**config.mk**
```make
export PLATFORM = sky130hd
export DESIGN_NAME = ssid_or_tree
export DESIGN_NICKNAME = d
export VERILOG_FILES = /design/src/design/ssid_pkg.sv /design/src/design/ssid_or_tree.sv
export SDC_FILE = /design/constraint.sdc
export NUM_CORES = 1
export LEC_CHECK = 0
export BUFFER_PORTS_ARGS = -buffer_cell sky130_fd_sc_hd__buf_2
export CORE_AREA = 4 4 393 395
export DETAILED_ROUTE_END_ITERATION = 12
export DIE_AREA = 0 0 397 399
export PLACE_DENSITY = 0.3
export SYNTH_ARGS = -nofsm -noshare
export SYNTH_HDL_FRONTEND = slang
export SYNTH_SLANG_ARGS = --single-unit
```
**constraint.sdc**
```tcl
create_clock -name aclk -period 0.9 [get_ports aclk]
set_input_delay 0.18 -clock aclk [delete_from_list [all_inputs] [get_ports aclk]]
set_output_delay 0.18 -clock aclk [all_outputs]
set_load 0.02 [all_outputs]
```
**src/design/ssid_pkg.sv**
```systemverilog
// ---------------------------------------------------------------------------
// ssid_pkg
// Shared constants and types for the sorted set store: capacity, field
// widths, request and status codes, and the command broadcast to the cells.
// ---------------------------------------------------------------------------
package ssid_pkg;

    // storage geometry
    localparam int CAPACITY = 1024;
    localparam int CNT_W    = $clog2(CAPACITY + 1);
    localparam int KEY_W    = 32;
    localparam int MODE_W   = 2;
    localparam int STAT_W   = 3;
    localparam int OCC_W    = 11;

    // or-reduction tree grouping
    localparam int GRP      = 32;
    localparam int NGRP     = (CAPACITY + GRP - 1) / GRP;
    localparam int PAD_W    = NGRP * GRP;

    // request codes
    localparam logic [MODE_W-1:0] MODE_INSERT = 2'd0;
    localparam logic [MODE_W-1:0] MODE_DELETE = 2'd1;
    localparam logic [MODE_W-1:0] MODE_QUERY  = 2'd2;

    // result status codes
    localparam logic [STAT_W-1:0] ST_INSERTED  = 3'd0;
    localparam logic [STAT_W-1:0] ST_DUPLICATE = 3'd1;
    localparam logic [STAT_W-1:0] ST_DELETED   = 3'd2;
    localparam logic [STAT_W-1:0] ST_DEL_MISS  = 3'd3;
    localparam logic [STAT_W-1:0] ST_PRESENT   = 3'd4;
    localparam logic [STAT_W-1:0] ST_ABSENT    = 3'd5;
    localparam logic [STAT_W-1:0] ST_FULL      = 3'd6;

    // command broadcast to every cell
    typedef struct packed {
        logic                    cmp;
        logic                    ins;
        logic                    del;
        logic signed [KEY_W-1:0] key;
    } cell_cmd_t;

    // sequencer states
    typedef enum logic [4:0] {
        S_IDLE  = 5'b00001,
        S_CMP   = 5'b00010,
        S_RED1  = 5'b00100,
        S_RED2  = 5'b01000,
        S_APPLY = 5'b10000
    } state_t;

endpackage

```
**src/design/ssid_or_tree.sv**
```systemverilog
// ---------------------------------------------------------------------------
// ssid_or_tree
// Two-level registered or-tree over the cells' match flags; the group ors
// and the final or over the groups are each registered.
// ---------------------------------------------------------------------------
module ssid_or_tree
    import ssid_pkg::*;
(
    input  logic                aclk,
    input  logic                aresetn,
    input  logic [CAPACITY-1:0] eq_i,
    output logic                found_o
);

    logic [PAD_W-1:0] eq_pad;
    logic [NGRP-1:0]  grp_next;
    logic [NGRP-1:0]  grp_reg;
    logic             found_reg;

    assign eq_pad = PAD_W'(eq_i);

    // first level: one or per group of cells
    always_comb begin
        for (int g = 0; g < NGRP; g++) begin
            grp_next[g] = |eq_pad[g*GRP +: GRP];
        end
    end

    always_ff @(posedge aclk) begin
        if (!aresetn) begin
            grp_reg   <= '0;
            found_reg <= 1'b0;
        end else begin
            grp_reg   <= grp_next;
            found_reg <= |grp_reg;
        end
    end

    assign found_o = found_reg;

endmodule

```
Word level (Yosys, flattened, before mapping) --
Index checks and enable logic that the tools add are counted.
Word-level totals: bits in registers 33, word-level logic and storage cells 35, output and inout port bits 1, input port bits 1026
Cells by class: reduce and logical (&&, ||, !) cells 33
Operators with widths (number):
- 32-bit OR reduction | 33

Longest topological paths before layout --
Gate-level depths: netlist (run 1).
depth after elaboration 1, gate-level depth with buffers 3, depth with buffers taken out 3

Worst setup path after synthesis (run 1) --
OpenSTA, ideal clock, no wires.
path kind register to register, start register grp_reg[24], end register found_reg, in the netlist found_o, required time 785 ps, path buffers 0, setup time 115 ps, arrival time 813 ps, stages on the path, launching flop included 4, path slack -28 ps, clock period less this slack 928 ps, path through dfxtp_1 nor4_2 nand4_1 o21a_1
Between the ends: word-level cells in the longest chain between the ends 1
RTL lines:
- start, declared | line ssid_or_tree.sv:17 | logic [NGRP-1:0] grp_reg;
- start signal, assigned | line ssid_or_tree.sv:34 | grp_reg <= grp_next;
- 32-bit OR reduction | line ssid_or_tree.sv:35 | found_reg <= |grp_reg;
- end signal, assigned | line ssid_or_tree.sv:35
- end, declared | line ssid_or_tree.sv:18 | logic found_reg;
Every way passes these cells. A chain may end at the register's enable or synchronous reset.

Final worst setup path (run 1) --
start register grp_reg[14], end register found_reg, in the netlist found_o
Same word-level chain as after synthesis.

==> results of run 1 <==
cells in the mapped netlist, drive strengths merged:
library cell  number  area share
o21a              33       0.065
nand4             66        0.11
nor4             264        0.65
buf                4      0.0052
dfxtp             33        0.17
cell usage in the layout, fill, tap and decap left out, drive strengths merged:
cell / Yosys / routed
buf: 4 / 1108
nor4: 264 / 264
nand4: 66 / 66
clkbuf: 0 / 7
o21a: 33 / 33
dfxtp: 33 / 33
diode: 0 / 12
final cells by class:
type / instances / share of cell area
multi-input combinational: 363 / 0.272
clock buffer: 7 / 0.0110
timing repair buffer: 1108 / 0.467
sequential: 33 / 0.0513
antenna: 12 / 0.00232
tap: 2030 / 0.197
path summary, 6_finish.rpt:
kind / startpoint / end / cells past startpoint
max reg2reg: grp_reg[14]$_SDFF_PN0_ / found_o$_SDFF_PN0_ / 4
min reg2reg: grp_reg[30]$_SDFF_PN0_ / found_o$_SDFF_PN0_ / 3
min: eq_i[244] / grp_reg[7]$_SDFF_PN0_ / 4
max: grp_reg[14]$_SDFF_PN0_ / found_o$_SDFF_PN0_ / 4
per-layer routing:
| metal | vias up | GRT usage |
|---|---|---|
| met5 | - | 0 |
| met4 | 14 | 0.0303 |
| met3 | 92 | 0.0214 |
| met2 | 586 | 0.133 |
| met1 | 4086 | 0.0943 |
| li1 | 4125 | - |
metrics by stage:
stage	TNS, ns	total power, mW	setup WS [ns]
2_1_floorplan	-0.0277	1.96	-0.0277
3_3_place_gp	-18.26	5.23	-1.47
3_5_place_dp	-18.03	5.22	-1.50
4_1_cts	-2.81	8.13	-0.812
5_1_grt	-2.78	8.42	-0.764
6_report	-2.02	7.75	-0.573
tightest hold or removal path, stage by stage:
cell	delay (ns)
buf_2	0.09
nor4_2	0.04
nand4_1	0.06
o21a_1	0.10
power by group through the flow:
stage	registers [mW]	logic, mW	clock network, mW
after floorplan	1.60	0.365	0
after CTS	1.62	3.77	2.75
after global placement	1.65	3.58	0
after detailed placement	1.65	3.57	0
after global routing	1.62	4.08	2.72
final	1.61	3.81	2.34
what timing repair did:
item	in CTS	in global routing
setup endpoints to repair	16	18
gates resized for setup	64	32
pin swaps	39	32
cells by family (layout without fill, tap and decap cells):
logic type,after synthesis,in the layout,share of synthesized area
and+or+nand+nor,330,330,0.757
other,0,12,0
buffers and inverters,4,1115,0.00524
DFF,33,33,0.173
AOI/OAI and AO/OA,33,33,0.0649
==> impl_metrics.toml, run 1 <==
[detailed_routing]
postRouteAntennaNets = 0
viasPerCell = 2.51
first_pass_iters = 5
vias = 8903
top_layer = "met5"
wl_met1_mm = 26.2
wire_per_inst_um = 19.1
route.met2.wl_mm = 32.6
wl_met3_mm = 5.93
wl_mm = 68.0
route.detailed.drc = 0
drtIter0Drc = 389

[finish]
finalInstanceArea_um2 = 12900
drive_gt1_frac = 0.841
nets = 2537
multi_input_area_um2 = 3510
finalCoreUtilization = 0.0855
largest_reg_flops = 32
layout.cells.non_filler = 3553
n_fill_cell = 17800
regArea_um2 = 663
syn2layout_area_growth_pct = 238

[clock_network]
numClockSinks = 33
cts_buffers = 5
cts.clk_slew.worst_paths_ns = 0.10
cts-root-buf = "clkbuf_16"
clockBufferDepth = 2
h-tree-depth = 2
cts_tree = "built"
cts_setup_buffers = 0
cts_hold_buffers = 0
clk_latency_ns = 0.36

[synthesis]
ys.warnings.count = 0
yosys_register_bits = 33
syn_avg_cell_area_um2 = 9.55
syn_area_um2 = 3820
ys_types = 6
seq_area_frac_synth = 0.173
synth_nets = 1426
syn_inst = 400

[power_and_ir_drop]
power_per_cell_area_nw_per_um2 = 600
switching_share = 0.388
switchingPower_mw = 3.01
leakage_nw = 5.21
p_int_mw = 4.75
pwr-share-clk = 0.301
pwr-share-comb = 0.491
ir_drop_mv = 0.762
pwr-share-seq = 0.207

[place]
dp.cells = 3535
io_buffers = 1026
place_hpwl_mm = 63.3
place_congestion = 0.926
placed_cell_area_um2 = 12200

[worst_hold_path]
hold_class = "input port to flop"

[outcome]
status = "finished, violations left"
violations = "negative setup slack"

[timing]
hold_violations = 0
max_freq_ghz = 0.679
relSlewSlack = 0.654
setup_ws_ns = -0.573
worst_pin_slew_ns = 0.516
clock_skew_ns = 0.0192
layout_worst_path_cycle_share = 1.64
min_period_ns = 1.47
final-max-slew-violation-count = 0
hold_slack_ns = 0.132
grt_setup_unrepaired = "yes"
finalSetupViolCount = 12

[floorplanning]
dieWidth_um = 397
initial_core_util = 0.0253
fp-row-count = 143
fp.coreArea_um2 = 151000
pin_count = 1027
fp.dieH_um = 399
dieArea_um2 = 158000

[job]
cap_violations = 0

[grt]
grt_max_degree = 12
grt_pass1_wl_mm = 82.2
grt_remaining_overflow = 0
grt_usage = 0.0787
antenna_found_initial = 38
grt_pass1_vias = 9541

[setup_path]
cp.required_ns = 1.14
cp_slowest_cell = "nor4_4"
critical-path-max-stage-delay_ns = 0.39
r2r_slack_ns = -0.57
crit_family = "simple AND/OR/NAND/NOR gates"
path_buf_inv = 1
crit_path_max_fanout = 1
cp-start-kind = "flop"
cp_cell_sequence = "nor4_4 -> buf_4 -> nand4_1 -> o21a_1"
end_kind = "flop"
crit_type = "flop to flop"
arrival_ns = 1.71
Note: power is estimated with default switching activity, not from simulation.
==> inputs of run 2 (changes only) <==
ABC_AREA = 1   (was unset)
CORE_AREA = 4 4 402 404   (was 4 4 393 395)
DIE_AREA = 0 0 406 408   (was 0 0 397 399)
==> run 2 against run 1 <==
The run still ends with negative setup slack left. Sequential share of layout area about the same. Sequential cell count unchanged. Fmax up 46%. Cell count up 20%. Critical path depth up 3. Worst hold slack better by 0.018 ns. First-iteration DRC count up 16%. Register-to-register slack better by 0.46 ns. Clock skew down 0.015 ns. Synthesized cell count rose to 2.7 times the previous value. Critical path type unchanged. Largest cell class unchanged. Largest power group unchanged.
==> impl_metrics.toml, run 2 <==
[finish]
final_cell_mix = "1025 x buf_2, 698 x nor2_1, 321 x nand2_1"
nets = 3201
n_antenna_cell = 0
drive_gt1_frac = 0.519
final_common_cell = "buf_2"
finalInstanceArea_um2 = 13200
syn2layout_area_growth_pct = 183
largest_reg_flops = 32
layout.cells.non_filler = 4248

[synthesis]
synth-edff-count = 0
yosysMostFrequentCell = "nor2_1"
synth_area_leaders = "nor2_1 59%, nand2_1 27%, dfxtp_1 14%, buf_2 0.32%, inv_1 0.081%"
ys_types = 5
synthFlopType = "dfxtp_1"
yosys_register_bits = 33
async_flop_share = 0
syn_avg_cell_area_um2 = 4.25
seq_area_frac_synth = 0.142
synth_top_area_share = 0.587
synth_compound_area_frac = 0
syn_area_um2 = 4640
synth_top_family_by_area = "simple AND/OR/NAND/NOR gates"
synth.largest_area_cell = "nor2_1"
synth_commonest_cells = "726 x nor2_1, 330 x nand2_1, 33 x dfxtp_1"
ys.warnings.count = 0
synth-xor-area-share = 0
synth_mux_area_frac = 0
synth_simple_gate_area_share = 0.854
synth_fa_ha_area_frac = 0
syn_inst = 1093
synth_nets = 2119

[detailed_routing]
postRouteAntennaNets = 0
top_layer = "met5"
wire_per_inst_um = 13.4
drtIter0Drc = 450
route.met2.wl_mm = 30.7
first_pass_iters = 5
wl_met3_mm = 3.70
wl_mm = 57.0
viasPerCell = 2.44
route.detailed.drc = 0
wl_met1_mm = 21.0
vias = 10300

[floorplanning]
fp.dieH_um = 408
pin_count = 1027
fp-row-count = 146
initial_core_util = 0.0294
fp.coreArea_um2 = 158000
dieArea_um2 = 166000
dieWidth_um = 406

[setup_path]
cp.required_ns = 1.11
end_kind = "flop"
crit_type = "flop to flop"
crit_path_max_fanout = 1
arrival_ns = 1.22
cp-start-kind = "flop"

[place]
place_hpwl_mm = 53.8
dp.cells = 4241
place_congestion = 0.929
io_buffers = 1026
pre_cts_slack_ns = -0.468
placed_cell_area_um2 = 12800

[outcome]
violations = "negative setup slack"
status = "finished, violations left"

[timing]
min_period_ns = 1.01
hold_slack_ns = 0.150
max_freq_ghz = 0.991
worst_pin_slew_ns = 0.301
relSlewSlack = 0.799
setup_ws_ns = -0.109
hold_violations = 0
clock_skew_ns = 0.00408
timing.setup.tns_ns = -0.195
layout_worst_path_cycle_share = 1.12
finalSetupViolCount = 2
final-max-slew-violation-count = 0
grt_setup_unrepaired = "yes"

[clock_network]
clk_latency_ns = 0.32
clockBufferDepth = 2
h-tree-depth = 2
cts_setup_buffers = 0
numClockSinks = 33
cts_tree = "built"
cts.clk_slew.worst_paths_ns = 0.07
cts-root-buf = "clkbuf_16"
cts_buffers = 5

[grt]
grt_max_degree = 20
grt_pass1_vias = 10900
grt_remaining_overflow = 0
grt_pass1_wl_mm = 72.6
grt_usage = 0.0633
antenna_found_initial = 13

[worst_hold_path]
hold_class = "input port to flop"

[job]
cap_violations = 0

[power_and_ir_drop]
leakage_nw = 6.09
ir_drop_mv = 0.657
power_per_cell_area_nw_per_um2 = 565
## run 2: final cells by class
class	instances	area, um^2
Inverter	1	3.75
Fill cell	18900	145000
Multi-Input combinational cell	1056	4110
Tap cell	2072	2590
Sequential cell	33	677
Clock buffer	7	143
Timing Repair Buffer	1078	5590
Clock inverter	1	30.0
## run 2: kinds of logic after synthesis
family                 Yosys count
AND/OR/NAND/NOR               1056
flip-flops                      33
buffers and inverters            4
## run 2: stage by stage
step | total power [mW] | util
detailed placement | 5.08 | 0.0811
finish | 7.43 | 0.0833
CTS | 7.84 | 0.0829
global placement | 5.09 | 0.0811
global route | 8.19 | 0.0833
floorplan | 2.30 | -
## run 2: power by group
group          internal, mW  switching (mW)  total, mW
sequential             1.54          0.0560       1.59
clock                  1.39           0.979       2.37
combinational          2.00            1.46       3.46
total                  4.93            2.50       7.43
## run 2: path summary, 6_finish.rpt
check | from | endpoint | slack (ns) | depth (start not counted)
setup / recovery | grp_reg[3]$_SDFF_PN0_ | found_o$_SDFF_PN0_ | -0.11 | 7
hold / removal | aresetn | grp_reg[13]$_SDFF_PN0_ | 0.15 | 3
setup reg to reg | grp_reg[3]$_SDFF_PN0_ | found_o$_SDFF_PN0_ | -0.11 | 7
hold reg to reg | grp_reg[25]$_SDFF_PN0_ | found_o$_SDFF_PN0_ | 0.66 | 6
## run 2: critical path, cell delays in order (launching register included)
cell and delay, ns:
dfxtp_1 0.31, nor2_1 0.11, nand2_2 0.08, nor2_1 0.10
buf_4 0.13, nand2_4 0.06, nor2_2 0.07, nor2_1 0.04
## run 2: per-layer routing
layer  track usage  up-vias
met2         0.125      533
met1        0.0672     4305
met4        0.0168        6
li1              -     5442
met3        0.0122       58
met5             0        -
## run 2: what timing repair did
item	in CTS	in global routing
pin swaps	12	8
endpoints found under the setup margin	8	10
hold buffers	0	0
gates resized for setup	41	22
==> inputs of run 3 (changes only) <==
BUFFER_PORTS_ARGS = unset   (was -buffer_cell sky130_fd_sc_hd__buf_2)
CORE_AREA = 4 4 393 395   (was 4 4 402 404)
DIE_AREA = 0 0 397 399   (was 0 0 406 408)
DONT_BUFFER_PORTS = 1   (was unset)
==> run 3 against run 2 <==
Non-clock buffer count down 1033. Utilization down 3.1 points. The flow still finishes with violations (negative setup slack). Fmax down 6.3%. Sequential power about the same. Wire length down 24%. Combinational power down 70%.
==> impl_metrics.toml, run 3 (synthesis gave the netlist of run 2 again) <==
[setup_path]
crit_path_max_fanout = 1
r2r-end = "found_o$_SDFF_PN0_"
cp_slowest_cell = "dfxtp_1"
cp.required_ns = 1.10
crit_type = "flop to flop"
r2r_cells = 7
cp-start-kind = "flop"
r2r_slack_ns = -0.18
arrival_ns = 1.28
end_kind = "flop"
critical-path-max-stage-delay_ns = 0.30
r2r-start = "grp_reg[2]$_SDFF_PN0_"
cp_cell_sequence = "nor2_1 -> nand2_1 -> nor2_2 -> buf_6 -> nand2_2 -> nor2_2 -> nor2_1"

[worst_hold_path]
hold_path_depth = 2
hold_class = "input port to flop"
worstHoldStart = "aresetn"
hold_end = "grp_reg[25]$_SDFF_PN0_"

[power_and_ir_drop]
leakage_nw = 2.00
ir_drop_mv = 0.676
power_per_cell_area_nw_per_um2 = 624

[timing]
clock_skew_ns = 0.0211
relSlewSlack = 0.780
max_freq_ghz = 0.928
finalSetupViolCount = 2
min_period_ns = 1.08
layout_worst_path_cycle_share = 1.20
worst_pin_slew_ns = 0.329
final-max-slew-violation-count = 0
hold_violations = 0
setup_ws_ns = -0.177
grt_setup_unrepaired = "yes"
hold_slack_ns = 0.137

[grt]
grt_pass1_wl_mm = 49.8
grt_usage = 0.0479
grt_max_degree = 18
grt_pass1_vias = 6534
grt_remaining_overflow = 0
antenna_found_initial = 26

[floorplanning]
fp.coreArea_um2 = 151000
dieArea_um2 = 158000
fp.dieH_um = 399
pin_count = 1027
dieWidth_um = 397
fp-row-count = 143
initial_core_util = 0.0307

[finish]
drive_gt1_frac = 0.0656
nets = 2168
largest_reg_flops = 32
n_fill_cell = 18100
layout.cells.non_filler = 3183
final_common_cell = "nor2_1"
final_cell_mix = "712 x nor2_1, 326 x nand2_1, 39 x buf_4"
syn2layout_area_growth_pct = 69.1

[clock_network]
numClockSinks = 33
cts-root-buf = "clkbuf_16"
cts.clk_slew.worst_paths_ns = 0.08
clockBufferDepth = 2
clk_latency_ns = 0.33
cts_hold_buffers = 0
h-tree-depth = 2
cts_buffers = 5
cts_tree = "built"
cts_setup_buffers = 0

[detailed_routing]
vias = 7470
drtIter0Drc = 435
postRouteAntennaNets = 0
route.detailed.drc = 0
first_pass_iters = 5
viasPerCell = 2.35
wire_per_inst_um = 13.7
wl_mm = 43.6

[place]
dp.cells = 3166
place_congestion = 0.894
pre_cts_slack_ns = -0.690
io_buffers = 0
place_hpwl_mm = 40.5

[job]
cap_violations = 0

[outcome]
violations = "negative setup slack"
status = "finished, violations left"
-- run 3: worst max-delay path by stage --
stage                                 startpoint  cells past startpoint  slack (ns)                      to
final                      grp_reg[2]$_SDFF_PN0_                      7       -0.18      found_o$_SDFF_PN0_
after global routing       grp_reg[2]$_SDFF_PN0_                      7       -0.29      found_o$_SDFF_PN0_
after CTS                 grp_reg[25]$_SDFF_PN0_                      7       -0.35      found_o$_SDFF_PN0_
after detailed placement               eq_i[501]                      7       -0.69  grp_reg[15]$_SDFF_PN0_
after global placement                 eq_i[501]                      7       -0.70  grp_reg[15]$_SDFF_PN0_
after floorplan           grp_reg[31]$_SDFF_PN0_                      6        0.11      found_o$_SDFF_PN0_
-- run 3: worst max-delay path: cells and delay by family, from the launching register on --
kind | cells | cell delay, ns
DFF | 1 | 0.30
buffers and inverters | 1 | 0.11
and+or+nand+nor | 6 | 0.53
-- run 3: area by class of cell --
class                      instances  area (um^2)  share of cell area
clock inverter                     3         46.3             0.00590
tap                             2030         2540               0.324
antenna                           10         25.0             0.00319
sequential                        33          669              0.0853
timing repair buffer              45          395              0.0504
inverter                           1         5.00            0.000638
multi-input combinational       1056         4040               0.515
clock buffer                       5          125              0.0159
-- run 3: power breakdown --
group	internal (mW)	total, mW	switching [mW]
clock network	1.32	2.26	0.945
logic	0.468	1.05	0.587
registers	1.54	1.58	0.0398
-- run 3: timing repair --
action / in CTS / in global routing
cloned: 0 / 0
pin swaps: 7 / 4
gates resized for setup: 19 / 13
endpoints found under the setup margin: 4 / 6
-- run 3: stage by stage --
stage | power, mW | area [um^2] | utilization | setup TNS [ns]
after CTS | 5.17 | 7780 | 0.0515 | -0.630
after global routing | 5.32 | 7850 | 0.0519 | -0.540
after detailed placement | 2.69 | 7580 | 0.0501 | -8.31
final | 4.89 | 7850 | 0.0519 | -0.344
after floorplan | 2.30 | 4640 | - | 0
after global placement | 2.69 | 7580 | 0.0501 | -8.18
-- run 3: per-layer routing --
layer,vias up,wire [um],global-route usage
li1,3390,-,-
met1,3391,15100,0.0523
met2,589,22200,0.0825
met3,68,5280,0.0228
met4,32,848,0.0140
met5,-,182,0
