### config.mk
export PLATFORM = sky130hd
export DESIGN_NAME = ssid_cell
export DESIGN_NICKNAME = d
export VERILOG_FILES = /design/src/design/ssid_pkg.sv /design/src/design/ssid_cell.sv
export SDC_FILE = /design/constraint.sdc
export NUM_CORES = 1
export LEC_CHECK = 0
export ABC_CLOCK_PERIOD_IN_PS = 2160
export BUFFER_PORTS_ARGS = -buffer_cell sky130_fd_sc_hd__buf_2
export CORE_MARGIN = 2
export CORE_UTILIZATION = 41
export DETAILED_ROUTE_END_ITERATION = 6
export PLACE_DENSITY_LB_ADDON = 0.12
export SYNTH_ARGS = -nofsm -noshare
export SYNTH_HDL_FRONTEND = slang
export SYNTH_SLANG_ARGS = --single-unit
### constraint.sdc
create_clock -name aclk -period 2.16 [get_ports aclk]
set_input_delay 0 -clock aclk [delete_from_list [all_inputs] [get_ports aclk]]
set_output_delay 0 -clock aclk [all_outputs]
set_load 0.1 [all_outputs]
### src/design/ssid_pkg.sv
// ---------------------------------------------------------------------------
// ssid_pkg
// Shared constants and types for the sorted set store: capacity, field
// widths, request and status codes, and the command broadcast to the cells.
// ---------------------------------------------------------------------------
package ssid_pkg;

    // storage geometry
    localparam int CAPACITY = 1024;
    localparam int CNT_W    = $clog2(CAPACITY + 1);
    localparam int KEY_W    = 32;
    localparam int MODE_W   = 2;
    localparam int STAT_W   = 3;
    localparam int OCC_W    = 11;

    // or-reduction tree grouping
    localparam int GRP      = 32;
    localparam int NGRP     = (CAPACITY + GRP - 1) / GRP;
    localparam int PAD_W    = NGRP * GRP;

    // request codes
    localparam logic [MODE_W-1:0] MODE_INSERT = 2'd0;
    localparam logic [MODE_W-1:0] MODE_DELETE = 2'd1;
    localparam logic [MODE_W-1:0] MODE_QUERY  = 2'd2;

    // result status codes
    localparam logic [STAT_W-1:0] ST_INSERTED  = 3'd0;
    localparam logic [STAT_W-1:0] ST_DUPLICATE = 3'd1;
    localparam logic [STAT_W-1:0] ST_DELETED   = 3'd2;
    localparam logic [STAT_W-1:0] ST_DEL_MISS  = 3'd3;
    localparam logic [STAT_W-1:0] ST_PRESENT   = 3'd4;
    localparam logic [STAT_W-1:0] ST_ABSENT    = 3'd5;
    localparam logic [STAT_W-1:0] ST_FULL      = 3'd6;

    // command broadcast to every cell
    typedef struct packed {
        logic                    cmp;
        logic                    ins;
        logic                    del;
        logic signed [KEY_W-1:0] key;
    } cell_cmd_t;

    // sequencer states
    typedef enum logic [4:0] {
        S_IDLE  = 5'b00001,
        S_CMP   = 5'b00010,
        S_RED1  = 5'b00100,
        S_RED2  = 5'b01000,
        S_APPLY = 5'b10000
    } state_t;

endpackage

### src/design/ssid_cell.sv
// ---------------------------------------------------------------------------
// ssid_cell
// One slot of the sorted array: holds a key, compares it with the broadcast
// key, and on insert or delete takes its left or right neighbor's key.
// ---------------------------------------------------------------------------
module ssid_cell
    import ssid_pkg::*;
(
    input  logic                    aclk,
    input  logic                    aresetn,
    input  cell_cmd_t               cmd_i,
    input  logic                    valid_i,
    input  logic                    left_lt_i,
    input  logic signed [KEY_W-1:0] left_entry_i,
    input  logic signed [KEY_W-1:0] right_entry_i,
    output logic signed [KEY_W-1:0] entry_o,
    output logic                    lt_o,
    output logic                    eq_o
);

    logic signed [KEY_W-1:0] entry_reg;
    logic                    lt_reg;
    logic                    eq_reg;

    // compare flags, captured once per request
    always_ff @(posedge aclk) begin
        if (!aresetn) begin
            lt_reg <= 1'b0;
            eq_reg <= 1'b0;
        end else if (cmd_i.cmp) begin
            lt_reg <= valid_i && (entry_reg < cmd_i.key);
            eq_reg <= valid_i && (entry_reg == cmd_i.key);
        end
    end

    // cells at or past the insert point shift right, or left on delete
    always_ff @(posedge aclk) begin
        if (cmd_i.ins && !lt_reg) begin
            entry_reg <= left_lt_i ? cmd_i.key : left_entry_i;
        end else if (cmd_i.del && !lt_reg) begin
            entry_reg <= right_entry_i;
        end
    end

    assign entry_o = entry_reg;
    assign lt_o    = lt_reg;
    assign eq_o    = eq_reg;

endmodule

* After elaboration in Yosys (flattened, before gate mapping)
Cells that the tools add are included.
Word-level totals: bits in registers 34, input bits 103, output and inout port bits 34, logic and storage cells 14
Operators by class: order comparisons 1, eq/ne operators 1, muxes and demuxes 3, reduce and logical (&&, ||, !) cells 6
Operator list (number):
- $mux 32 | 3
- $eq 32x32->1 | 1
- $lt 32x32->1 | 1
- $logic_and 1x1->1 | 4
- $reduce_bool 2->1 | 1
- $logic_not 1->1 | 1

* Depth between registers and ports, before layout
Gate-level depths: netlist (run 1).
word-level depth 4, mapped depth 8, gate-level depth less buffers 8

* Least setup slack after synthesis (run 1)
No wires, ideal clock.
path kind reg-to-reg, start register entry_reg[14], in the netlist entry_o[14], end register lt_reg, in the netlist lt_o, arrival time 2.663 ns, data required time 2.102 ns, slack -0.562 ns, stages on the path, launching flop included 8, path buffers 0, path through edfxtp_1 -> ha_1 -> a21oi_2 -> nand2_1 -> a221o_1 -> o31a_1 -> or4b_1 -> nand2_1
On the way: longest elaborated chain between the ends 2
Ends and longest elaborated chain:
- start, declared | line ssid_cell.sv:21 | logic signed [KEY_W-1:0] entry_reg;
- start signal, assigned | line ssid_cell.sv:39 | entry_reg <= left_lt_i ? cmd_i.key : left_entry_i;
- start signal, assigned | line ssid_cell.sv:41 | entry_reg <= right_entry_i;
- $lt 32x32->1 | line ssid_cell.sv:31 | lt_reg <= valid_i && (entry_reg < cmd_i.key);
- $logic_and 1x1->1 | line ssid_cell.sv:31
- end signal, assigned | line ssid_cell.sv:31
- end, declared | line ssid_cell.sv:22 | logic lt_reg;
Every way passes these cells. A chain may end at the register's enable or synchronous reset.

* Worst setup path in the final report (run 1)
Same ends and word-level chain as after synthesis.

==> run metrics, run 1 <==
outcome finished, final reports clean; CORE AREA roughly 5900 um^2; Hold Crit Class input pin to flip-flop; Avg Cell Area, Syn 9.37 um^2; Final Hold Viols 0; most used cell, CP nand2_1; Mapped Nets 403; # Max-Cap Violations 0; cell area after placement 3340 um^2; Initial DRC Count 64; Crit path max-delay family compound AO/OA/AOI/OAI gates; initial antenna violation count 0; final net count 561; Synth Instances 268; slew margin rel. 0.602; Worst Hold Slack between 0.003 and 0.004 ns; first-pass detailed-route iteration total 6; die height 82.2 um; routed vias 2,435; drc violations 0; Buf+Inv Stages, Crit Path 0; Final HPWL DP 5190 um; final cell count without fillers 502; VDD IR max 0.383 mV; dpl cells ~470; area grow syn2layout 47.2%; Num CTS Buffers 5; Ant. Diodes 0; routability congestion estimate roughly 0.75; post-CTS setup repair buffer count 0; RSZ-0062 raised after global routing yes; Rows 28; die area approximately 6800 um^2; Cell Area, Synth 2510 um^2; gr ovfl total 0; Post-Layout Inst Area 3690 um^2; CTS H-tree depth 2; CP peak stage delay 0.51 ns; PD cells 734 nW/um^2; largest net degree at the start of global routing 35; Clock Sinks 34; share of cells above drive strength 1 0.365; number of distinct library cells after synthesis 29; ANT nets after route 0; initial core utilization 0.424; first-pass GRT wire length between 10,000 and 15,000 um; fmax 483 MHz; clk_skew between 0.004 and 0.005 ns; Arr. time, crit path around 2.3 ns; yosys warns 0; Final min period 2.07 ns; Seq/Total Area, Yosys 0.399; vias per cell ~4.9; clock transition at the registers of the reported paths around 0.080 ns; TritonCTS clock tree done; Slew Limit Fails 0; Worst Setup Start Kind flip-flop; Slew @ Worst Pin 0.598 ns; Max clock buf depth 2; critical path endpoint category flip-flop; Leak 1.89 nW; Die X-Extent a little over 80 um; WL per Instance about 13 um; CP cell instances ha_4 -> a21oi_2 -> nand2_1 -> a221o_1 -> o31a_1 -> or4b_1 -> nand2_1; register bit total from synthesis 34; All-Layer GR Usage 0.197; final setup vio count 0; clk_lat worst skew a little under 0.3 ns; Setup CP Type flip-flop to flip-flop; Max FO, Critical Path 3; Slowest cell on crit path or4b_1; vias in the first global route 2,310; root buffer cell clkbuf_8; count of input and output buffers 136; final period utilization 0.958; top-level I/O count 137; Critical Path RT roughly 2.4 ns; drt total wl approximately 6700 um
[tightest hold or removal path, cell delays in order]
cell,delay [ns]
buf_2,0.07
nand2_1,0.03
o21ai_1,0.07
[kinds of logic (layout without fill, tap and decap cells)]
group,count (synthesis),count (layout),share of synthesized area
buffers and inverters,43,202,0.0643
flip-flops,34,34,0.399
AO/OA/AOI/OAI,58,58,0.129
multiplexers,32,32,0.128
AND/OR/NAND/NOR,69,69,0.121
adder cells (fa/ha/maj),32,32,0.160
[final timing paths]
kind,slack (ns),end,cells after the start,startpoint
max,0.09,lt_o,7,entry_o[14]
min,0.004,entry_o[4],3,right_entry_i[4]
max reg2reg,0.09,lt_o,7,entry_o[14]
min reg2reg,0.48,eq_o,2,eq_o
[report_power, final]
group	switching (mW)	internal [mW]
Combinational	0.995	0.352
Clock	0.245	0.221
Sequential	0.0553	0.845
[cell type report]
cell class | instances | area (um^2)
fillers | 529 | 2230
multi-input cells | 191 | 1420
flip-flops and latches | 34 | 1000
repair buffers | 162 | 971
inverters | 32 | 120
well taps | 75 | 93.8
clock buffers | 5 | 68.8
clock inverters | 3 | 16.3
[metal layers]
metal / global-route usage / wire length [um] / vias up
met1: 0.232 / 2830 / 1071
li1: - / - / 1274
met4: 0.0567 / 85 / 0
met5: 0 / 0 / -
met2: 0.357 / 3400 / 82
met3: 0.0402 / 417 / 8
[state kept, by name (all words and copies together) (netlist names)]
name     count
entry_o     32
eq_o         1
lt_o         1
[cell usage after synthesis]
master | n | area share
a211oi_1 | 1 | 0.0030
a21boi_1 | 1 | 0.0030
a21boi_2 | 1 | 0.0045
a21o_1 | 1 | 0.0030
a21oi_1 | 13 | 0.026
a21oi_2 | 1 | 0.0035
a221o_1 | 1 | 0.0040
a22oi_1 | 1 | 0.0030
buf_1 | 4 | 0.0060
clkbuf_1 | 7 | 0.010
dfxtp_1 | 2 | 0.016
edfxtp_1 | 32 | 0.38
ha_1 | 32 | 0.16
inv_1 | 32 | 0.048
mux2i_1 | 32 | 0.13
nand2_1 | 42 | 0.063
nand2b_1 | 2 | 0.0050
nand3_1 | 5 | 0.010
nand4_1 | 7 | 0.017
nor2_1 | 8 | 0.012
nor2b_1 | 1 | 0.0025
nor3_1 | 1 | 0.0020
nor4_1 | 2 | 0.0050
o211ai_1 | 1 | 0.0030
o21ai_0 | 1 | 0.0020
o21ai_1 | 34 | 0.068
o21bai_1 | 1 | 0.0030
o31a_1 | 1 | 0.0035
or4b_1 | 1 | 0.0040
[what timing repair did]
item                       in CTS  in global routing
hold endpoints to repair       23                  0
hold buffers                   23                  0
setup endpoints to repair       0                  1
resized for setup               0                  4
[cells in the final DEF (no fill, tap or decap), types with 7 or more instances in the layout]
| cell type | synthesis | routed |
|---|---|---|
| a21oi_1 | 13 | 12 |
| buf_2 | 0 | 136 |
| dlygate4sd3_1 | 0 | 23 |
| edfxtp_1 | 32 | 32 |
| ha_1 | 32 | 27 |
| inv_1 | 32 | 32 |
| mux2i_1 | 32 | 32 |
| nand2_1 | 42 | 42 |
| nand4_1 | 7 | 7 |
| nor2_1 | 8 | 7 |
| o21ai_1 | 34 | 35 |
[metrics by stage]
step	TNS (ns)	utilization	setup slack (ns)	power, mW
2_1_floorplan	-0.461	-	-0.461	1.92
4_1_cts	0	0.617	0.0601	2.72
5_1_grt	-0.0172	0.624	-0.0172	2.85
3_3_place_gp	0	0.564	0.102	2.21
3_5_place_dp	0	0.564	0.0781	2.22
6_report	0	0.624	0.0905	2.71
No activity file was read; power rests on OpenSTA's default activity.
==> run 2, diff against run 1 <==
Settings changed: SETUP_SLACK_MARGIN from default to 0.5.
==> run 2 against run 1 <==
Effect of this change: total power is 1.3% lower; via count down 2.1%; hold slack is essentially flat; largest cell class unchanged; highest routed layer unchanged.
==> run metrics, run 2 (same netlist as run 1, synthesis figures left out) <==
final cell count without fillers 493 (was 502); Leak 1.85 nW (was 1.89 nW); outcome finished, final reports clean (unchanged); most common cell after layout, fill and taps aside buf_2 (unchanged); area grow syn2layout 44.4% (was 47.2%); PD cells 739 nW/um^2 (was 734 nW/um^2); first-pass GRT wire length 9420 um (was 10,100 um); Max FO, Critical Path 3 (unchanged); Initial DRC Count 74 (was 64); final setup vio count 0 (unchanged); Slowest cell on crit path or4b_1 (unchanged); CTS H-tree depth 2 (unchanged); Num CTS Buffers 5 (unchanged); Post-Layout Inst Area 3620 um^2 (was 3690 um^2); CORE AREA 5920 um^2 (unchanged); initial core utilization 0.424 (unchanged); top-level I/O count 137 (unchanged); die height 82.2 um (unchanged); Rows 28 (unchanged); Final HPWL DP 5100 um (was 5190 um); routability congestion estimate 0.756 (was 0.748); Clock Sinks 34 (unchanged); gr ovfl total 0 (unchanged); cell area after placement 3330 um^2 (was 3340 um^2); Max clock buf depth 2 (unchanged); final net count 553 (was 561); WL per Instance 12.8 um (was 13.4 um); Final Hold Viols 0 (unchanged); fmax 486 MHz (was 483 MHz); Die X-Extent 82.2 um (unchanged); Arr. time, crit path 2.29 ns (was 2.31 ns); initial antenna violation count 0 (unchanged); All-Layer GR Usage 0.183 (was 0.197); clock transition at the registers of the reported paths 0.07 ns (was 0.08 ns); Final min period 2.06 ns (was 2.07 ns); most frequent cells in the layout 136 x buf_2, 42 x nand2_1, 35 x o21ai_1 (unchanged); most used cell, CP nand2_1 (unchanged); Worst Setup Start Kind flip-flop (unchanged); clk_lat worst skew 0.28 ns (was 0.29 ns); Slew @ Worst Pin 0.503 ns (was 0.598 ns); Hold Crit Class input pin to flip-flop (unchanged); drc violations 0 (unchanged); ANT nets after route 0 (unchanged); routed vias 2,383 (was 2,435); # Max-Cap Violations 0 (unchanged); VDD IR max 0.382 mV (was 0.383 mV); first-pass detailed-route iteration total 5 (was 6); critical path endpoint category flip-flop (unchanged); filler cell count 532 (was 529); share of cells above drive strength 1 0.376 (was 0.365); Largest register FFs 32 (unchanged); dpl cells 472 (was 471); vias in the first global route 2,194 (was 2,310); largest net degree at the start of global routing 37 (was 35); die area 6760 um^2 (unchanged); slew margin rel. 0.664 (was 0.602); RSZ-0062 raised after global routing yes (unchanged); CP peak stage delay 0.50 ns (was 0.51 ns); clk_skew 0.00160 ns (was 0.00415 ns); vias per cell 4.83 (was 4.85); TritonCTS clock tree done (unchanged); Slew Limit Fails 0 (unchanged); Ant. Diodes 0 (unchanged); drt total wl 6310 um (was 6730 um); Critical Path RT 2.39 ns (was 2.40 ns); Setup CP Type flip-flop to flip-flop (unchanged); CP cell instances ha_4 -> a21oi_2 -> nand2_1 -> a221o_1 -> o31a_1 -> or4b_1 -> nand2_1 (unchanged); final period utilization 0.952 (was 0.958); count of input and output buffers 136 (unchanged); root buffer cell clkbuf_8 (unchanged)
run 2: changes by cell type in the layout (fill, tap and decap cells not counted), moves of 2 or more:
cell,delta
ha_1,-2
clkbuf_1,+2
dlygate4sd3_1,-9
ha_4,+2
buf_4,+2
run 2: report_power, final:
group          switching [mW]  leakage [nW]  total (mW)  internal (mW)
Clock                   0.218        0.0383       0.440          0.222
Sequential             0.0563         0.345       0.902          0.845
Combinational           0.990          1.47        1.34          0.345
run 2: worst max-delay path, delay by kind of cell (launching register included):
family,cells,cell delay [ns]
DFF,1,0.44
and+or+nand+nor,3,0.63
AOI/OAI and AO/OA,3,0.66
adders and majority gates,1,0.28
run 2: per-stage QoR:
step | hold WS, ns | utilization | power, mW | TNS [ns] | setup slack [ns]
finish | 0.00396 | 0.612 | 2.68 | 0 | 0.103
global placement | 0.276 | 0.563 | 2.20 | 0 | 0.0939
global route | 0.0111 | 0.612 | 2.82 | 0 | 0.0191
detailed placement | 0.285 | 0.563 | 2.21 | 0 | 0.0627
floorplan | 0.153 | - | 1.92 | -0.461 | -0.461
CTS | 0.00207 | 0.605 | 2.69 | 0 | 0.0735
run 2: routing by layer:
| metal | GRT usage | part of all wire | wire [um] | vias to the layer above |
|---|---|---|---|---|
| li1 | - | - | - | 1253 |
| met1 | 0.219 | 0.43 | 2710 | 1044 |
| met2 | 0.314 | 0.48 | 3060 | 74 |
| met3 | 0.0467 | 0.066 | 418 | 12 |
| met4 | 0.0717 | 0.019 | 122 | 0 |
| met5 | 0 | 0 | 0 | - |
run 2: cell type report:
cell class / count / area (um^2) / area share
Multi-Input combinational cell: 191 / 1460 / 0.402
Sequential cell: 34 / 1000 / 0.276
Clock buffer: 7 / 76.3 / 0.0211
Timing Repair Buffer: 154 / 876 / 0.242
Inverter: 32 / 120 / 0.0331
Tap cell: 75 / 93.8 / 0.0259
run 2: final timing paths:
check	start	end	slack, ns	depth (start not counted)
max	entry_o[14]	lt_o	0.10	7
min	right_entry_i[8]	entry_o[8]	0.004	3
max reg2reg	entry_o[14]	lt_o	0.10	7
min reg2reg	eq_o	eq_o	0.46	2
run 2: what timing repair did:
| item | CTS | global route |
|---|---|---|
| gates resized for setup | 3 | 4 |
| hold buffers | 14 | 0 |
| endpoints found under the setup margin | 2 | 11 |
| pin swaps | 5 | 8 |
| hold endpoints to repair | 14 | 0 |
| setup buffers | 0 | 0 |
==> run 3, diff against run 2 <==
Settings changed: ABC_CLOCK_PERIOD_IN_PS 2160 to 1700.
Clock period 2.16 ns to 1.7 ns, I/O delays scaled along.
==> run 3 against run 2 <==
Effect of this change: the run now ends with setup timing left; sequential cell count is the same; register-to-register slack got worse by 0.50 ns; combinational power is 40% higher; clock-buffer cell count fell by 1; clock skew is 0.0051 ns higher; global-route usage is 2.4 points higher; via count rose by 6.2%; largest cell class unchanged; largest power group unchanged; highest routed layer unchanged.
==> run metrics, run 3 (same netlist as run 1, synthesis figures left out) <==
outcome finished, violations left (was finished, final reports clean); failing checks setup timing; final worst setup slack -0.395 ns (was 0.103 ns); Critical Path RT 1.93 ns (was 2.39 ns); Rows 28 (unchanged); CP peak stage delay 0.50 ns (about the same); clk_lat worst skew 0.29 ns (was 0.28 ns); CTS H-tree depth 2 (unchanged); Initial DRC Count 128 (was 74); count of input and output buffers 136 (unchanged); # Max-Cap Violations 0 (unchanged); most common cell after layout, fill and taps aside buf_2 (unchanged); root buffer cell clkbuf_8 (unchanged); vias in the first global route 2,407 (was 2,194); PD cells 918 nW/um^2 (was 739 nW/um^2); Final HPWL DP 4880 um (was 5100 um); fin util 0.663 (was 0.612); first-pass detailed-route iteration total 4 (was 5); CP cell instances ha_4 -> a21oi_2 -> nand2_1 -> a221o_1 -> o31a_1 -> or4b_1 -> nand2_1 (unchanged); clock transition at the registers of the reported paths 0.07 ns (about the same); drc violations 0 (unchanged); critical path endpoint category flip-flop (unchanged); Leak 2.02 nW (was 1.85 nW); Largest register FFs 32 (unchanged); CORE AREA 5920 um^2 (unchanged); Worst Hold Slack 0.000547 ns (was 0.00396 ns); ANT nets after route 0 (unchanged); Die X-Extent 82.2 um (unchanged); area grow syn2layout 56.3% (was 44.4%); Max clock buf depth 2 (unchanged); Final Hold Viols 0 (unchanged); VDD IR max 0.632 mV (was 0.382 mV); Crit path max-delay family compound AO/OA/AOI/OAI gates (unchanged); slew margin rel. 0.670 (was 0.664); Worst Setup Start Kind flip-flop (unchanged); gr ovfl total 0 (unchanged); share of cells above drive strength 1 0.414 (was 0.376); drt total wl 6980 um (was 6310 um); clk_skew 0.00670 ns (was 0.00160 ns); final net count 578 (was 553); Slew @ Worst Pin 0.499 ns (was 0.503 ns); routed vias 2,530 (was 2,383); R2R cell count 7 (unchanged); Arr. time, crit path 2.32 ns (was 2.29 ns); Crit path depth 7 (unchanged); Ant. Diodes 0 (unchanged); most used cell, CP nand2_1 (unchanged); top-level I/O count 137 (unchanged); All-Layer GR Usage 0.207 (was 0.183); fmax 477 MHz (was 486 MHz); Buf+Inv Stages, Crit Path 0 (unchanged); vias per cell 4.87 (was 4.83); final period utilization 1.23 (was 0.952); TritonCTS clock tree done (unchanged); Clock Sinks 34 (unchanged); die height 82.2 um (unchanged); initial core utilization 0.424 (unchanged); largest net degree at the start of global routing 33 (was 37); Hold Crit Class input pin to flip-flop (unchanged); routability congestion estimate 0.776 (was 0.756); Slowest cell on crit path or4b_1 (unchanged); Num CTS Buffers 5 (unchanged); Final min period 2.09 ns (was 2.06 ns); WL per Instance 13.5 um (was 12.8 um); die area 6760 um^2 (unchanged); Setup CP Type flip-flop to flip-flop (unchanged); most frequent cells in the layout 130 x buf_2, 42 x nand2_1, 35 x o21ai_1 (was 136 x buf_2, 42 x nand2_1, 35 x o21ai_1); total chip power 3.60 mW (was 2.68 mW); final setup vio count 1 (was 0); RSZ-0062 raised after global routing yes (unchanged); Slew Limit Fails 0 (unchanged); WHS Path Cells 3 (unchanged); initial antenna violation count 0 (unchanged); first-pass GRT wire length 10,600 um (was 9420 um); Max FO, Critical Path 3 (unchanged)
-- run 3: changes by cell type in the layout (fill, tap and decap cells not counted), moves of 2 or more --
cell           change
dlygate4sd3_1      +2
ha_1               -2
buf_2              -6
clkbuf_4           +6
buf_4             +21
nor4_4             +2
ha_4               +2
-- run 3: final timing paths --
check | slack [ns] | from | endpoint
setup reg to reg | -0.39 | entry_o[14] | lt_o
setup / recovery | -0.39 | entry_o[14] | lt_o
hold / removal | 0.0005 | right_entry_i[7] | entry_o[7]
hold reg to reg | 0.49 | eq_o | eq_o
-- run 3: area by class of cell --
type | count | area [um^2]
sequential | 34 | 1000
tap | 75 | 93.8
fill | 494 | 2000
inverter | 32 | 120
timing repair buffer | 179 | 1120
clock buffer | 6 | 72.6
clock inverter | 2 | 8.76
multi-input combinational | 191 | 1510
-- run 3: where the power goes --
part / switching [mW] / internal [mW]
logic: 1.31 / 0.567
clock network: 0.295 / 0.282
registers: 0.0753 / 1.07
total: 1.68 / 1.92
-- run 3: per-layer routing --
layer / track usage / vias up / share of wire
met2: 0.374 / 82 / 0.51
met1: 0.243 / 1135 / 0.43
met4: 0.0583 / 0 / 0.011
met5: 0 / - / 0
met3: 0.0500 / 9 / 0.058
li1: - / 1304 / -
-- run 3: through the flow --
| stage | worst slack, ns | setup TNS (ns) | cells | area, um^2 |
|---|---|---|---|---|
| after floorplan | -0.921 | -14.41 | 268 | 2540 |
| after global placement | -0.342 | -0.417 | 492 | 3500 |
| after detailed placement | -0.406 | -0.510 | 492 | 3500 |
| after CTS | -0.408 | -0.408 | 519 | 3820 |
| after global routing | -0.476 | -0.550 | 519 | 3920 |
| final | -0.395 | -0.395 | 519 | 3920 |
-- run 3: worst min-delay path: stages --
cell	delay, ns
buf_2	0.07
nand2_1	0.03
o21ai_1	0.07
-- run 3: repair_timing --
item,CTS,global route
endpoints found under the hold margin,16,0
cloned,1,0
hold buffers,16,0
resized for setup,5,13
pin swaps,9,11
setup buffers,2,0
endpoints found under the setup margin,34,40
